==> src/rtl/sar_pkg.sv <==
// shared types and constants for the stepper acceleration ramp
package sar_pkg;

   // field widths of the request, response and csr ports
   localparam int MOVE_W      = 32;
   localparam int ACCEL_W     = 16;
   localparam int DELAY_OUT_W = 16;
   localparam int PHASE_W     = 2;
   localparam int RSP_W       = 24;
   localparam int CSR_IDX_W   = 2;
   localparam int CSR_DATA_W  = 32;

   // divisor 4n+1 with a 16-bit n fits in 18 bits, remainder stays below it
   localparam int DEN_W = ACCEL_W + 2;
   localparam int REM_W = DEN_W;

   // csr register indexes
   localparam logic [CSR_IDX_W-1:0] CSR_FIRST_DELAY = 2'd0;
   localparam logic [CSR_IDX_W-1:0] CSR_MIN_DELAY   = 2'd1;
   localparam logic [CSR_IDX_W-1:0] CSR_ACCEL_STEPS = 2'd2;

   typedef enum logic [PHASE_W-1:0] {
      PH_STOP  = 2'd0,
      PH_ACCEL = 2'd1,
      PH_RUN   = 2'd2
   } phase_type;

   typedef enum logic [1:0] {
      OP_NONE  = 2'd0,
      OP_START = 2'd1,
      OP_STEP  = 2'd2
   } op_type;

   // controller to datapath
   typedef struct packed {
      op_type op;
      logic   div_load;
      logic   div_step;
      logic   commit;
   } sar_cmd_type;

   // datapath to controller
   typedef struct packed {
      logic accel;
   } sar_status_type;

endpackage

==> src/rtl/sar_ctrl.sv <==
// controller: request sequencing, divide iteration count and response valid
module sar_ctrl #(
   parameter int NUM_W = 35
) (
   input  logic                    clock,
   input  logic                    reset,
   input  logic                    req_valid,
   input  logic                    req_action,
   input  logic                    req_move_nz,
   output logic                    req_ready,
   input  logic                    rsp_ready,
   output logic                    rsp_valid,
   input  sar_pkg::sar_status_type status,
   output sar_pkg::sar_cmd_type    cmd
);

   localparam int CNT_W = $clog2(NUM_W);

   typedef enum logic [1:0] {
      ST_IDLE,
      ST_DIVIDE,
      ST_APPLY
   } state_type;

   state_type       state_ff, state_in;
   sar_pkg::op_type op_ff, op_in;
   logic [CNT_W-1:0] cnt_ff, cnt_in;
   logic            rsp_valid_ff, rsp_valid_in;
   logic            accept;
   logic            slot_free;
   logic            commit;

   // handshake decode
   assign req_ready = (state_ff == ST_IDLE);
   assign accept    = req_valid & req_ready;
   assign slot_free = ~rsp_valid_ff | rsp_ready;
   assign commit    = (state_ff == ST_APPLY) & slot_free;

   // commands to the datapath
   assign cmd.op       = op_ff;
   assign cmd.div_load = accept;
   assign cmd.div_step = (state_ff == ST_DIVIDE);
   assign cmd.commit   = commit;
   assign rsp_valid    = rsp_valid_ff;

   // next state
   always_comb begin
      state_in     = state_ff;
      op_in        = op_ff;
      cnt_in       = cnt_ff;
      rsp_valid_in = commit ? 1'b1 : (rsp_ready ? 1'b0 : rsp_valid_ff);
      case (state_ff)
         ST_IDLE: begin
            if (accept) begin
               if (!req_action) begin
                  op_in = req_move_nz ? sar_pkg::OP_START : sar_pkg::OP_NONE;
               end else begin
                  op_in = status.accel ? sar_pkg::OP_STEP : sar_pkg::OP_NONE;
               end
               cnt_in   = CNT_W'(NUM_W - 1);
               state_in = (op_in == sar_pkg::OP_STEP) ? ST_DIVIDE : ST_APPLY;
            end
         end
         ST_DIVIDE: begin
            if (cnt_ff == '0) begin
               state_in = ST_APPLY;
            end else begin
               cnt_in = cnt_ff - 1'b1;
            end
         end
         ST_APPLY: begin
            if (slot_free) begin
               state_in = ST_IDLE;
            end
         end
         default: begin
            state_in = ST_IDLE;
         end
      endcase
   end

   // state and registered outputs
   always_ff @(posedge clock) begin
      if (reset) begin
         state_ff     <= ST_IDLE;
         op_ff        <= sar_pkg::OP_NONE;
         cnt_ff       <= '0;
         rsp_valid_ff <= 1'b0;
      end else begin
         state_ff     <= state_in;
         op_ff        <= op_in;
         cnt_ff       <= cnt_in;
         rsp_valid_ff <= rsp_valid_in;
      end
   end

endmodule

==> src/rtl/sar_dpath.sv <==
// datapath: csr registers, ramp state, restoring divider and response register
module sar_dpath #(
   parameter int DELAY_BITS = 32
) (
   input  logic                                clock,
   input  logic                                reset,
   input  logic                                csr_wen,
   input  logic [sar_pkg::CSR_IDX_W-1:0]       csr_index,
   input  logic [sar_pkg::CSR_DATA_W-1:0]      csr_wdata,
   input  sar_pkg::sar_cmd_type                cmd,
   output sar_pkg::sar_status_type             status,
   output logic [sar_pkg::RSP_W-1:0]           rsp_data
);

   // numerator 2d + rest needs headroom above the delay width
   localparam int NUM_W = DELAY_BITS + 3;
   localparam int PAD_W = sar_pkg::RSP_W - sar_pkg::DELAY_OUT_W - sar_pkg::PHASE_W;

   logic [sar_pkg::CSR_DATA_W-1:0] first_delay_ff;
   logic [sar_pkg::CSR_DATA_W-1:0] min_delay_ff;
   logic [sar_pkg::ACCEL_W-1:0]    accel_steps_ff;

   sar_pkg::phase_type             phase_ff, phase_in;
   logic [DELAY_BITS-1:0]          delay_ff, delay_in;
   logic [sar_pkg::REM_W-1:0]      rest_ff, rest_in;
   logic [sar_pkg::ACCEL_W-1:0]    idx_ff, idx_in;
   logic [sar_pkg::ACCEL_W-1:0]    steps_ff, steps_in;

   logic [NUM_W-1:0]               div_num_ff, div_num_in;
   logic [sar_pkg::REM_W-1:0]      div_rem_ff, div_rem_in;
   logic [sar_pkg::DEN_W-1:0]      div_den_ff, div_den_in;
   logic [sar_pkg::RSP_W-1:0]      rsp_data_ff;

   logic [sar_pkg::ACCEL_W-1:0]    idx_next;
   logic [sar_pkg::ACCEL_W-1:0]    steps_next;
   logic [sar_pkg::REM_W:0]        partial;
   logic [sar_pkg::REM_W:0]        diff;
   logic                           q_bit;
   logic                           q_over;

   assign status.accel = (phase_ff == sar_pkg::PH_ACCEL);
   assign rsp_data     = rsp_data_ff;
   assign idx_next     = idx_ff + 1'b1;
   assign steps_next   = steps_ff + 1'b1;

   // csr writes
   always_ff @(posedge clock) begin
      if (reset) begin
         first_delay_ff <= '0;
         min_delay_ff   <= '0;
         accel_steps_ff <= '0;
      end else if (csr_wen) begin
         case (csr_index)
            sar_pkg::CSR_FIRST_DELAY: first_delay_ff <= csr_wdata;
            sar_pkg::CSR_MIN_DELAY:   min_delay_ff   <= csr_wdata;
            sar_pkg::CSR_ACCEL_STEPS: accel_steps_ff <= csr_wdata[sar_pkg::ACCEL_W-1:0];
            default: ;
         endcase
      end
   end

   // one quotient bit per cycle, restoring form
   assign partial = {div_rem_ff, div_num_ff[NUM_W-1]};
   assign diff    = partial - {1'b0, div_den_ff};
   assign q_bit   = (partial >= {1'b0, div_den_ff});

   always_comb begin
      div_num_in = div_num_ff;
      div_rem_in = div_rem_ff;
      div_den_in = div_den_ff;
      if (cmd.div_load) begin
         // numerator 2d + rest, divisor 4(n+1) + 1
         div_num_in = {2'b00, delay_ff, 1'b0} + NUM_W'(rest_ff);
         div_rem_in = '0;
         div_den_in = {idx_next, 2'b01};
      end else if (cmd.div_step) begin
         div_num_in = {div_num_ff[NUM_W-2:0], q_bit};
         div_rem_in = q_bit ? diff[sar_pkg::REM_W-1:0] : partial[sar_pkg::REM_W-1:0];
      end
   end

   always_ff @(posedge clock) begin
      div_num_ff <= div_num_in;
      div_rem_ff <= div_rem_in;
      div_den_ff <= div_den_in;
   end

   // ramp state update at commit
   assign q_over = (div_num_ff > NUM_W'(delay_ff));

   always_comb begin
      phase_in = phase_ff;
      delay_in = delay_ff;
      rest_in  = rest_ff;
      idx_in   = idx_ff;
      steps_in = steps_ff;
      case (cmd.op)
         sar_pkg::OP_START: begin
            phase_in = sar_pkg::PH_ACCEL;
            delay_in = first_delay_ff[DELAY_BITS-1:0];
            rest_in  = '0;
            idx_in   = '0;
            steps_in = '0;
         end
         sar_pkg::OP_STEP: begin
            idx_in   = idx_next;
            steps_in = steps_next;
            rest_in  = div_rem_ff;
            delay_in = q_over ? '0 : (delay_ff - div_num_ff[DELAY_BITS-1:0]);
            // ramp length reached: switch to cruise
            if (steps_next >= accel_steps_ff) begin
               delay_in = min_delay_ff[DELAY_BITS-1:0];
               phase_in = sar_pkg::PH_RUN;
            end
         end
         default: ;
      endcase
   end

   always_ff @(posedge clock) begin
      if (reset) begin
         phase_ff <= sar_pkg::PH_STOP;
         delay_ff <= '0;
         rest_ff  <= '0;
         idx_ff   <= '0;
         steps_ff <= '0;
      end else if (cmd.commit) begin
         phase_ff <= phase_in;
         delay_ff <= delay_in;
         rest_ff  <= rest_in;
         idx_ff   <= idx_in;
         steps_ff <= steps_in;
      end
   end

   // response payload
   always_ff @(posedge clock) begin
      if (cmd.commit) begin
         rsp_data_ff <= {{PAD_W{1'b0}}, phase_in, delay_in[sar_pkg::DELAY_OUT_W-1:0]};
      end
   end

endmodule

==> src/rtl/stepper_accel_ramp.sv <==
// top level of the stepper linear acceleration ramp step-delay generator
// sequencing: a start or idle-step request goes to the apply state, commits the ramp state and
//   response register once the response slot is free, and rsp_tvalid is registered from that commit;
//   a step while accelerating passes through the divide state first, one quotient bit per cycle
// one request at a time: req_tready is high only in the idle state, reached again at commit
// reset: synchronous, clears csr registers, ramp state (stopped, delay 0) and rsp_tvalid
module stepper_accel_ramp #(
   parameter int DELAY_BITS = 32
) (
   input  logic                               clock,
   input  logic                               reset,
   // request
   input  logic                               req_tvalid,
   output logic                               req_tready,
   input  logic [sar_pkg::MOVE_W-1:0]         req_tdata,  // [31:0] move_steps
   input  logic                               req_tuser,  // [0] action
   // response
   output logic                               rsp_tvalid,
   input  logic                               rsp_tready,
   output logic [sar_pkg::RSP_W-1:0]          rsp_tdata,  // [15:0] delay_out, [17:16] phase
   // csr write port
   input  logic                               csr_wen,
   input  logic [sar_pkg::CSR_IDX_W-1:0]      csr_index,
   input  logic [sar_pkg::CSR_DATA_W-1:0]     csr_wdata
);

   localparam int NUM_W = DELAY_BITS + 3;

   sar_pkg::sar_cmd_type    cmd;
   sar_pkg::sar_status_type status;

   // sequencing
   sar_ctrl #(
      .NUM_W (NUM_W)
   ) u_ctrl (
      .clock       (clock),
      .reset       (reset),
      .req_valid   (req_tvalid),
      .req_action  (req_tuser),
      .req_move_nz (req_tdata != '0),
      .req_ready   (req_tready),
      .rsp_ready   (rsp_tready),
      .rsp_valid   (rsp_tvalid),
      .status      (status),
      .cmd         (cmd)
   );

   // arithmetic and state
   sar_dpath #(
      .DELAY_BITS (DELAY_BITS)
   ) u_dpath (
      .clock     (clock),
      .reset     (reset),
      .csr_wen   (csr_wen),
      .csr_index (csr_index),
      .csr_wdata (csr_wdata),
      .cmd       (cmd),
      .status    (status),
      .rsp_data  (rsp_tdata)
   );

endmodule

==> config.mk <==
export PLATFORM = sky130hd
export DESIGN_NAME = stepper_accel_ramp
export DESIGN_NICKNAME = d
export VERILOG_FILES = /design/src/rtl/sar_pkg.sv /design/src/rtl/sar_ctrl.sv /design/src/rtl/sar_dpath.sv /design/src/rtl/stepper_accel_ramp.sv
export SDC_FILE = /design/constraint.sdc
export NUM_CORES = 1
export LEC_CHECK = 0
export BUFFER_PORTS_ARGS = -buffer_cell sky130_fd_sc_hd__buf_2
export CORE_ASPECT_RATIO = 0.75
export CORE_MARGIN = 3
export CORE_UTILIZATION = 50
export DETAILED_ROUTE_END_ITERATION = 7
export PLACE_DENSITY_LB_ADDON = 0.12
export SLEW_MARGIN = 10
export SYNTH_ARGS = -nofsm -noshare
export SYNTH_HDL_FRONTEND = slang
export SYNTH_HIERARCHICAL = 1
export SYNTH_SLANG_ARGS = --single-unit
==> constraint.sdc <==
create_clock -name clock -period 7.95 [get_ports clock]
set_input_delay 1.59 -clock clock [delete_from_list [all_inputs] [get_ports clock]]
set_output_delay 1.59 -clock clock [all_outputs]
set_load 0.02 [all_outputs]
After elaboration in Yosys (flattened, before gate mapping) --
Cells that the tools add are included.
Storage, ports and cells: output and inout bits 26, flip-flop bits (word level) 262, input bits 72, logic and storage cells 83
Operators by class: $add $sub $neg 6, $lt $le $gt $ge 3, equality and inequality tests 12, reduce and logical (&&, ||, !) cells 15, bitwise gates (word level) 4, mux-type cells 26
Operators by type and width (count):
- 35-bit 2-to-1 mux | 2
- 32-bit 2-to-1 mux | 2
- 16-bit case mux with 2 select lines | 2
- 32-bit case mux with 2 select lines | 1
- 18-bit case mux with 2 select lines | 1
- 35-bit by 32-bit > comparator with 1-bit output | 1
- 33-bit by 18-bit adder with 34-bit output | 1
- 16-bit by 1-bit adder with 16-bit output, second input constant | 2
- 32-bit nonzero test | 1
- 32-bit subtractor | 1
- 19-bit by 18-bit >= comparator with 1-bit output | 1
- 18-bit 2-to-1 mux | 1
- 2-bit 2-to-1 mux | 9
- 18-bit subtractor | 1
- 16-bit >= comparator | 1
- 6-bit 2-to-1 mux | 2
- 6-bit case mux with 2 select lines | 1
- 2-bit AND reduction | 5
- 2-bit by 1-bit == test with 1-bit output, second input constant | 4
- 2-bit == test, second input constant | 4
- 2-bit nonzero test | 4
- 6-bit logical NOT | 1
- 2-bit case mux with 3 select lines | 1
- 3-bit AND reduction | 2
- other kinds (9) | 15

Longest topological paths before layout --
Gate-level depths: netlist of the first run.
depth in word-level cells 9, gate-level depth with buffers 19, mapped depth without buffers 17

Hierarchy --
Netlist of the first run, hierarchy kept.
Modules (own cells, without submodules):
- sar_dpath | sequential area each 5715.5 µm², times used 1, cells each 1785, area each 14936.8 µm²
- sar_ctrl | sequential area each 220.2 µm², times used 1, cells each 67, area each 564.3 µm²
- stepper_accel_ramp | sequential area each 0.0 µm², times used 1, cells each 11, area each 75.1 µm²

Least setup slack after synthesis of the first run --
No wires, ideal clock.
path kind in2reg, start point input rsp_tready, end point register u_dpath/steps_ff[11] (netlist bit), arrival 3.578 ns, stages 11, path slack 4.245 ns, data required time 7.822 ns, buffers on the path 5, library setup time 0.128 ns, path through nand2b_1 nor2b_1 buf_4 clkbuf_1 nor2b_1 clkbuf_1 clkbuf_1 clkbuf_1 o21ai_0 a21oi_1 nor2_1
Between the ends: cells in the longest elaborated chain, start to end 3
RTL lines:
- from (decl) | RTL line stepper_accel_ramp.sv:19 | input logic rsp_tready,
- 1-bit bitwise OR | RTL line sar_ctrl.sv:36 | assign slot_free = ~rsp_valid_ff | rsp_ready;
- 1-bit AND | RTL line sar_ctrl.sv:37 | assign commit = (state_ff == ST_APPLY) & slot_free;
- named net u_ctrl.commit | RTL line sar_ctrl.sv:31 | logic commit;
- 2-bit AND reduction (no source line)
- to (signal assigned) | RTL line sar_dpath.sv:132 | steps_ff <= steps_in;
- to (decl) | RTL line sar_dpath.sv:27 | logic [sar_pkg::ACCEL_W-1:0] steps_ff, steps_in;
The timed path passes the listed nets, and every way through them passes these cells. A chain may end at the register's enable or synchronous reset.

Worst setup path after layout of the first run --
start point register u_dpath/steps_ff[0] (netlist bit), end point register u_dpath.delay_ff[1]
Between the ends: cells in the longest elaborated chain, start to end 4
RTL lines:
- 16-bit by 1-bit adder with 16-bit output | RTL line sar_dpath.sv:44 | assign steps_next = steps_ff + 1'b1;
- 16-bit >= comparator | RTL line sar_dpath.sv:111 | if (steps_next >= accel_steps_ff) begin
- 32-bit 2-to-1 mux | RTL line sar_dpath.sv:111
- 32-bit case mux with 2 select lines | RTL line sar_dpath.sv:97 | case (cmd.op)
- to (signal assigned) | RTL line sar_dpath.sv:129 | delay_ff <= delay_in;
- to (decl) | RTL line sar_dpath.sv:24 | logic [DELAY_BITS-1:0] delay_ff, delay_in;
No other way between the ends.

==> run_results.csv, run 1 <==
group,metric,value,unit
run_status,status,"finished, final reports clean",
cts,cts_resized,0,
route,drc,0,
placement,gp_congestion,0.8776,
cts,clkLatencyLatePin,580,ps
cts,cts_tree,"yes",
logic_synthesis,synth_area,0.01558,mm²
global_routing,grt_usage,0.2491,
cts,h-tree-depth,1,
finish,finish.utilization,0.5659,
cts,cts_root_buf,"clkbuf_16",
logic_synthesis,syn_inst,1863,
setup_path,crit_fanout,15,
timing,fmax,219.2,MHz
finish,multi_input_area,0.008766,mm²
setup_path,critPathRequiredTime,8420,ps
cts,cts_buffers,28,
global_routing,grt_overflow,0,
logic_synthesis,yosys.area.top_type,"dfxtp_1",
floorplan,rows,55,
logic_synthesis,synthFlopType,"dfxtp_1",
logic_synthesis,synth-seq-area-share,0.3811,
cts,clkSinkCount,262,
placement,io_buffers,91,
logic_synthesis,synthDistinctLibCells,82,
pwr,p_leak,0.006810,µW
timing,slew_headroom,0.2934,
placement,detailedPlacementHpwl,30450,µm
logic_synthesis,yosysMostFrequentCell,"nand2_1",
logic_synthesis,ys_top_cells_by_area,"dfxtp_1 25%, edfxtp_1 13%, ha_1 9.6%",
route,vias,13270,
global_routing,grt_max_degree,108,
pwr,peakVddDrop,0.1608,mV
floorplan,start_util,0.5121,
timing,period_needed,4563,ps
finish,area_delta_synth_final,10.51,%
logic_synthesis,synth_common_cells,"290 x nand2_1, 233 x a21oi_1, 193 x dfxtp_1",
global_routing,grt_pass1_wl,67960,µm
setup_path,cp-start-kind,"flop",
route,wl_per_cell,18.39,µm
global_routing,antenna_found_initial,0,
timing,hold_ws,451.1,ps
setup_path,cp_slowest_cell,"nor2_1",
logic_synthesis,synth_edf_count,69,
floorplan,coreArea,0.03042,mm²
logic_synthesis,synth_top_area_frac,0.2481,
logic_synthesis,avgSynthCellArea,8.361,µm²
finish,final_area,0.01721,mm²
placement,place_area,0.01623,mm²
cts,clk_pin_slew,60,ps
setup_path,crit_path_cell_trace,"ha_1, and3_1, and3_1, and3_1, nand3_1, or2_2, nor2_1, xor2_1, ha_1, nand4_1, nor2_1, o21ai_0, o221a_2, nor2_1, a221o_1, a21oi_1, a221oi_1",
route,finalWirelength,42630,µm
cts,cts_setup_buffers,0,
route,drt-initial-drc-count,1196,
timing,finalClockSkew,25.10,ps
global_routing,grt_pass1_vias,12350,
timing,hold_viol_final,0,
pwr,pwr_density_cell,184.0,mW/mm²
timing,setup_viol,0,
floorplan,die_w,209.8,µm
timing,fin_crit_sh,0.5739,
finish,nets,2092,
finish,nFillCells,2834,
route,vias_per_cell,5.725,
floorplan,die_h,158.9,µm
route,dr.pass1.iters,5,
logic_synthesis,ys_warn_count,6,
logic_synthesis,async_flop_share,0,
floorplan,design.die.area,0.03333,mm²
finish,regArea,0.005936,mm²
min_path,min_path_type,"reg2reg",
logic_synthesis,ys_seq_elements,262,
setup_path,crit_path_max_incr_delay,810,ps
setup_path,crit_path_end_kind,"flop",
flow_run,maxCapViolCount,0,
floorplan,ios,98,
setup_path,critical_path_arrival,5030,ps
finish,n_antenna_cell,0,
timing,finalSetupTns,0,ps
cts,hold_buffers,0,
finish,drive_above_1_share,0.1105,
route,ant_nets,0,
setup_path,setup.worst_path.class,"reg2reg",
timing,max_slew.worst_pin.slew,1056,ps
timing,rsz0062_at_grt,"no",
timing,slew_viol_final,0,
pwr,p_total,3168,µW
cts,cts_buffer_depth,3,
[final cells by class]
type | instances | share of cell area
Multi-Input combinational cell | 1378 | 0.5093
Sequential cell | 262 | 0.3448
Clock buffer | 45 | 0.05343
Timing Repair Buffer | 106 | 0.03336
Tap cell | 399 | 0.02900
Inverter | 122 | 0.02668
Clock inverter | 6 | 0.003416
[cell usage in the layout (no fill, tap or decap), drive strengths merged, types with 45 or more instances in the layout]
master | synthesis | routed
inv | 122 | 122
clkbuf | 84 | 45
o21ai | 69 | 69
dfxtp | 193 | 193
a21oi | 242 | 242
edfxtp | 69 | 69
buf | 22 | 106
ha | 120 | 120
xnor2 | 69 | 69
nand2 | 290 | 290
nor2 | 129 | 129
nand3 | 50 | 50
[worst max-delay path: cells and delay by family, from the launching register on]
family,cells,cell delay [ps]
fa+ha+maj,2,540
compound gates,5,1090
xor+xnor,1,110
flops,1,410
simple gates,9,2330
[flip-flops by register name, indices dropped and copies added (netlist names), 2 cells and up]
| name | count |
|---|---|
| u_ctrl/cnt_ff | 6 |
| u_ctrl/op_ff | 2 |
| u_ctrl/state_ff | 2 |
| u_dpath/accel_steps_ff | 16 |
| u_dpath/delay_ff | 32 |
| u_dpath/div_den_ff | 16 |
| u_dpath/div_num_ff | 35 |
| u_dpath/div_rem_ff | 18 |
| u_dpath/first_delay_ff | 32 |
| u_dpath/idx_ff | 16 |
| u_dpath/min_delay_ff | 32 |
| u_dpath/phase_ff | 2 |
| u_dpath/rest_ff | 18 |
| u_dpath/rsp_data | 18 |
| u_dpath/steps_ff | 16 |
[layer usage]
layer  up-vias  global-route usage  wire, µm  part of all wire
met5         -                   0         0                 0
met4         0             0.04807       782             0.018
met3        57             0.04029      2446             0.057
met2       345              0.3751     18330              0.43
met1      6278              0.3776     21070              0.49
li1       6590                   -         -                 -
[metrics by stage]
step                      instances  setup WS (ps)
after floorplan                1868           4245
after global placement         2267           3494
after detailed placement       2267           3393
after CTS                      2318           3383
after global routing           2318           3000
final                          2318           3387
[path summary, 6_finish.rpt]
kind                                                 start                         end  slack, ps  depth (start not counted)
worst max-delay path                   u_dpath/steps_ff[0]         u_dpath/delay_ff[1]       3390                         17
worst min-delay path            u_dpath/first_delay_ff[17]  u_dpath/first_delay_ff[17]        450                          2
worst max register to register         u_dpath/steps_ff[0]         u_dpath/delay_ff[1]       3390                         17
worst min register to register  u_dpath/first_delay_ff[17]  u_dpath/first_delay_ff[17]        450                          2
[cell families (layout without fill, tap and decap cells)]
group,after synthesis,count (layout),synth area share
muxes,21,21,0.01358
adders and majority gates,122,122,0.09896
DFF,262,262,0.3811
and+or+nand+nor,635,635,0.1863
buffers and inverters,228,279,0.05952
AOI/OAI and AO/OA,492,492,0.2030
other,1,6,0.0002408
xor gates and xnor gates,102,102,0.05735
[report_power, final]
part	internal, µW	total, µW	switching (µW)
clock network	795	1360	564
registers	1420	1450	30.5
logic	122	356	234
Note: power is estimated with default switching activity, not from simulation.
==> run 2, diff against run 1 <==
- ABC_AREA: not set -> 1
- clock period: 7.95 -> 3.8 ns (I/O delays scaled with it)
==> run_results.csv, run 2 <==
group,metric,value,unit
route,ant_nets,0,
timing,fmax,291.2,MHz
floorplan,design.die.area,0.03694,mm²
setup_path,crit_path_end_kind,"flop",
placement,io_buffers,91,
floorplan,ios,98,
min_path,whs_path_depth,3,
flow_run,maxCapViolCount,0,
finish,n_antenna_cell,0,
setup_path,timing.rr.end,"u_dpath/rsp_data[3]",
logic_synthesis,ys_seq_elements,262,
logic_synthesis,ys_warn_count,6,
finish,layout_common_cells,"673 x nand2_1, 369 x inv_1, 235 x a21oi_1, 221 x nor2_1, 193 x dfxtp_1",
setup_path,reg2reg_from,"u_dpath/steps_ff[0]",
logic_synthesis,avgSynthCellArea,6.794,µm²
timing,slew_headroom,0.3005,
timing,rsz0062_at_grt,"yes",
pwr,power.switching,2067,µW
finish,nFillCells,3347,
placement,gp_congestion,0.9761,
logic_synthesis,synth_top_area_frac,0.2230,
route,finalWirelength,54180,µm
floorplan,coreArea,0.03382,mm²
route,drt-initial-drc-count,1827,
setup_path,r2r.worst_path.cells,17,
setup_path,crit_fanout,33,
setup_path,setup.worst_path.class,"reg2reg",
finish,nets,2798,
floorplan,rows,58,
logic_synthesis,syn_inst,2550,
route,vias,16700,
cts,cts_root_buf,"clkbuf_16",
logic_synthesis,synth_area,0.01732,mm²
setup_path,cp-start-kind,"flop",
setup_path,critPathRequiredTime,4110,ps
logic_synthesis,synthDistinctLibCells,52,
pwr,internal_power,5020,µW
cts,h-tree-depth,1,
min_path,min_path_type,"in2reg",
logic_synthesis,synth_simple_gate_area_frac,0.2821,
floorplan,die_h,167.2,µm
cts,clkLatencyLatePin,580,ps
cts,cts_tree,"yes",
cts,clkSinkCount,262,
logic_synthesis,synth_compound_area_frac,0.1466,
logic_synthesis,yosysMostFrequentCell,"nand2_1",
timing,hold_viol_final,0,
finish,finish.utilization,0.5656,
timing,period_needed,3434,ps
finish,regMostFlops,"u_dpath/div_num_ff",
timing,setup_viol,0,
pwr,peakVddDrop,0.3022,mV
finish,largest_reg_flops,35,
logic_synthesis,ys_top_cells_by_area,"dfxtp_1 22%, nand2_1 15%, edfxtp_1 12%",
logic_synthesis,yosys.area.top_type,"dfxtp_1",
pwr,power_switching_share,0.2917,
global_routing,grt_max_degree,84,
floorplan,die_w,220.9,µm
logic_synthesis,synth-xor-area-share,0.03236,
global_routing,grt_pass1_vias,15080,
logic_synthesis,async_flop_share,0,
placement,placed_cells,3024,
global_routing,grt_usage,0.2858,
route,dr.pass1.iters,6,
run_status,status,"finished, final reports clean",
cts,cts_buffer_depth,3,
min_path,min-delay-start,"csr_wdata[18]",
setup_path,critical_path_arrival,3740,ps
finish,final_common_cell,"nand2_1",
finish,drive_above_1_share,0.08416,
route,vias_per_cell,5.429,
timing,finalClockSkew,23.55,ps
logic_synthesis,synthFlopType,"dfxtp_1",
placement,detailedPlacementHpwl,41750,µm
min_path,min_to,"u_dpath/min_delay_ff[18]",
logic_synthesis,synth_mux_area_frac,0,
logic_synthesis,synth_common_cells,"673 x nand2_1, 370 x inv_1, 235 x a21oi_1",
pwr,pwr_density_cell,370.5,mW/mm²
floorplan,start_util,0.5123,
global_routing,antenna_found_initial,0,
cts,cts_buffers,28,
timing,fin_crit_sh,0.9036,
logic_synthesis,synth_edf_count,69,
global_routing,grt_overflow,0,
logic_synthesis,synth_fa_ha_area_frac,0.08898,
logic_synthesis,synth_top_family_by_area,"simple AND/OR/NAND/NOR gates",
route,wl_per_cell,17.62,µm
pwr,clkPwrFrac,0.405,
setup_path,r2r_slack,370,ps
cts,cts_resized,0,
cts,clk_pin_slew,60,ps
timing,max_slew.worst_pin.slew,1048,ps
cts,cts_setup_buffers,0,
finish,layout.cells.non_filler,3076,
route,drc,0,
timing,slew_viol_final,0,
logic_synthesis,synth-seq-area-share,0.3426,
global_routing,grt_pass1_wl,84930,µm
pwr,p_leak,0.008806,µW
finish,area_delta_synth_final,10.41,%
pwr,comb_power_share,0.157,
pwr,sequentialPowerShare,0.438,
cts,hold_buffers,0,
## run 2: changes by cell type after synthesis, sizes merged, moves of 29 or more
cell / change
nor2: +106
xnor2: -44
nand2: +404
a221oi: -33
and3: -29
o21ai: +93
a21o: -34
inv: +256
nand3: +85
## run 2: cell type report
| type | count | area [µm²] | share of cell area |
|---|---|---|---|
| sequential | 262 | 5936 | 0.3103 |
| tap | 450 | 563.0 | 0.02943 |
| clock buffer | 41 | 873.3 | 0.04566 |
| clock inverter | 11 | 116.4 | 0.006083 |
| multi-input combinational | 1822 | 9567 | 0.5001 |
| timing repair buffer | 111 | 650.6 | 0.03401 |
| inverter | 379 | 1423 | 0.07437 |
## run 2: worst max-delay path by stage
stage | from | to | slack [ps] | depth (start not counted)
final | u_dpath/steps_ff[0] | u_dpath/rsp_data[3] | 370 | 17
after floorplan | u_dpath/steps_ff[0] | u_dpath/rsp_data[2] | 760 | 17
after detailed placement | u_dpath/steps_ff[0] | u_dpath/rsp_data[4] | 350 | 17
after CTS | u_dpath/steps_ff[0] | u_dpath/rsp_data[3] | 320 | 17
after global placement | u_dpath/steps_ff[0] | u_dpath/rsp_data[3] | 510 | 17
after global routing | u_dpath/steps_ff[0] | u_dpath/rsp_data[3] | -6 | 17
## run 2: critical path: stages (launching register included)
cell	delay, ps
dfxtp_1	380
ha_1	230
nand3_1	140
nor3_2	200
nand3_1	160
nor3_2	210
nand3_1	180
o21ai_0	190
nand2_1	100
ha_1	310
nand4_1	120
nor2_1	180
nand3_1	90
nand3_1	140
buf_8	240
a21oi_1	110
nand2_1	100
a22oi_1	70
## run 2: power groups by stage
stage          Sequential (µW)  Combinational, µW  Clock (µW)
6_report                  3110               1110        2870
5_1_grt                   3110               1240        3040
3_5_place_dp              3160               1080           0
3_3_place_gp              3160               1070           0
4_1_cts                   3100               1090        2910
2_1_floorplan             3130                749           0
## run 2: cell families after synthesis
group           Yosys count
simple gates           1156
compound gates          474
other cells               1
xor+xnor                 64
buf+inv                 471
fa+ha+maj               122
flops                   262
## run 2: through the flow
stage / setup TNS, ps / power [µW] / hold slack (ps) / setup WS (ps) / cell area [µm²]
6_report: 0 / 7087 / 454.5 / 366.2 / 19130
5_1_grt: -8.670 / 7389 / 450.2 / -5.560 / 19130
4_1_cts: 0 / 7103 / 432.5 / 321.3 / 19120
3_5_place_dp: 0 / 4241 / 447.0 / 350.8 / 18130
3_3_place_gp: 0 / 4227 / 444.8 / 514.3 / 18130
2_1_floorplan: 0 / 3878 / 428.2 / 764.8 / 17340
## run 2: routing by layer
metal | up-vias | wire length (µm) | track usage
li1 | 8310 | - | -
met2 | 581 | 20350 | 0.3851
met4 | 0 | 854 | 0.04337
met3 | 56 | 5146 | 0.05801
met1 | 7753 | 27840 | 0.4681
met5 | - | 0 | 0
==> run 3, diff against run 2 <==
- clock period: 3.8 -> 2.81 ns (I/O delays scaled with it)
==> run_results.csv, run 3 (synthesized netlist as in run 2, its figures left out) <==
group,metric,value,unit
cts,clk_pin_slew,70,ps
route,drt-initial-drc-count,2037,
finish,regMostFlops,"u_dpath/div_num_ff",
floorplan,coreArea,0.03382,mm²
cts,cts_tree,"yes",
placement,detailedPlacementHpwl,45480,µm
placement,gp_congestion,0.9724,
floorplan,start_util,0.5123,
route,vias_per_cell,5.440,
flow_run,maxCapViolCount,0,
cts,cts_root_buf,"clkbuf_16",
setup_path,critPathRequiredTime,3230,ps
cts,cts_buffer_depth,3,
timing,period_needed,3041,ps
finish,nets,2945,
placement,io_buffers,91,
finish,drive_above_1_share,0.1581,
timing,rsz0062_at_grt,"yes",
timing,fmax,328.8,MHz
cts,cts_buffers,27,
floorplan,die_h,167.2,µm
global_routing,grt_pass1_vias,15780,
route,dr.pass1.iters,5,
timing,hold_viol_final,0,
setup_path,critical_path_arrival,3470,ps
floorplan,die_w,220.9,µm
cts,clkLatencyLatePin,560,ps
route,vias,17520,
timing,slew_headroom,0.3819,
setup_path,setup.worst_path.class,"reg2reg",
timing,fin_crit_sh,1.082,
min_path,min-delay-start,"csr_wdata[26]",
timing,finalSetupTns,-6571,ps
cts,clkSinkCount,262,
finish,final_common_cell,"nand2_1",
timing,finalClockSkew,13.22,ps
finish,largest_reg_flops,35,
timing,hold_ws,264.9,ps
setup_path,cp-start-kind,"flop",
finish,n_antenna_cell,0,
floorplan,ios,98,
route,finalWirelength,58310,µm
route,wl_per_cell,18.10,µm
timing,layout_setup_ws,-231.3,ps
finish,layout_common_cells,"659 x nand2_1, 366 x inv_1, 219 x nor2_1, 213 x a21oi_1, 191 x dfxtp_1",
placement,dp_slack,-294.6,ps
run_status,status,"finished with violations",
cts,h-tree-depth,1,
timing,setup_viol,52,
finish,final_area,0.02069,mm²
global_routing,grt_overflow,0,
floorplan,rows,58,
pwr,p_leak,0.009641,µW
global_routing,antenna_found_initial,0,
route,drc,0,
setup_path,reg2reg_from,"u_dpath/steps_ff[1]",
placement,place_area,0.01925,mm²
timing,slew_viol_final,0,
min_path,min_path_type,"in2reg",
run_status,violations,"negative setup slack",
setup_path,cp-startpoint,"u_dpath/steps_ff[1]",
finish,nFillCells,3155,
timing,max_slew.worst_pin.slew,921.4,ps
global_routing,grt_max_degree,66,
setup_path,crit_path_end_kind,"flop",
floorplan,design.die.area,0.03694,mm²
route,ant_nets,0,
global_routing,grt_pass1_wl,89840,µm
setup_path,crit_fanout,5,
finish,area_delta_synth_final,19.44,%
pwr,pwr_density_cell,478.7,mW/mm²
global_routing,grt_usage,0.3058,
pwr,peakVddDrop,0.5251,mV
==> run 3: cell count changes in the layout (fill, tap and decap cells not counted), sizes merged <==
cell	previous run	this run
buf	111	258
bufinv	1	2
clkbuf	41	35
clkinv	8	11
clkinvlp	3	2
inv	378	379
==> run 3: final cells by class <==
| class | count | area, µm² | share of cell area |
|---|---|---|---|
| Clock buffer | 34 | 795.8 | 0.03846 |
| Clock inverter | 15 | 152.6 | 0.007377 |
| Inverter | 379 | 1428 | 0.06900 |
| Multi-Input combinational cell | 1822 | 9920 | 0.4794 |
| Sequential cell | 262 | 5938 | 0.2870 |
| Tap cell | 450 | 563.0 | 0.02721 |
| Timing Repair Buffer | 259 | 1894 | 0.09155 |
==> run 3: what timing repair did <==
| item | 4_1_cts | 5_1_grt |
|---|---|---|
| gates cloned | 3 | 1 |
| endpoints found under the hold margin | 0 | 0 |
| pin swaps | 21 | 10 |
| hold buffers | 0 | 0 |
| gates resized for setup | 55 | 30 |
| setup buffers | 4 | 2 |
| setup endpoints to repair | 52 | 53 |
==> run 3: where the power goes <==
| group | total, µW | switching (µW) | internal (µW) | leakage, µW |
|---|---|---|---|---|
| sequential | 4190 | 125 | 4060 | 0.00225 |
| combinational | 1910 | 1190 | 713 | 0.00692 |
| clock | 3810 | 1610 | 2210 | 0.000469 |
| total | 9910 | 2920 | 6980 | 0.00964 |
==> run 3: critical path: stages, from the launching register on <==
cell	delay, ps
dfxtp_2	350
ha_4	150
nand3_4	90
nor3_4	160
nand3_2	130
nor3_4	160
nand3_2	120
o21ai_1	140
nand2_1	90
ha_1	310
nand4_1	140
a21oi_1	70
nor2_2	120
nand3_4	140
buf_12	170
buf_16	130
o31ai_4	230
a21boi_2	180
==> run 3: path summary, 6_finish.rpt <==
path	end	slack [ps]	cells past startpoint
min reg2reg	u_dpath/accel_steps_ff[0]	460	2
max reg2reg	u_dpath/rsp_data[16]	-230	17
max	u_dpath/rsp_data[16]	-230	17
min	u_dpath/first_delay_ff[26]	260	3
==> run 3: layer usage <==
layer,up-vias,global-route usage,part of all wire
met4,0,0.04141,0.013
met2,794,0.4062,0.38
met1,8082,0.5014,0.50
met3,53,0.07150,0.12
li1,8592,-,-
met5,-,0,0
==> run 3: per-stage QoR <==
step | total power [µW] | cells | utilization
6_report | 9905 | 3221 | 0.6118
5_1_grt | 10310 | 3221 | 0.6118
4_1_cts | 9876 | 3218 | 0.6070
3_5_place_dp | 5955 | 3162 | 0.5692
3_3_place_gp | 5944 | 3162 | 0.5692
2_1_floorplan | 5267 | 2555 | -
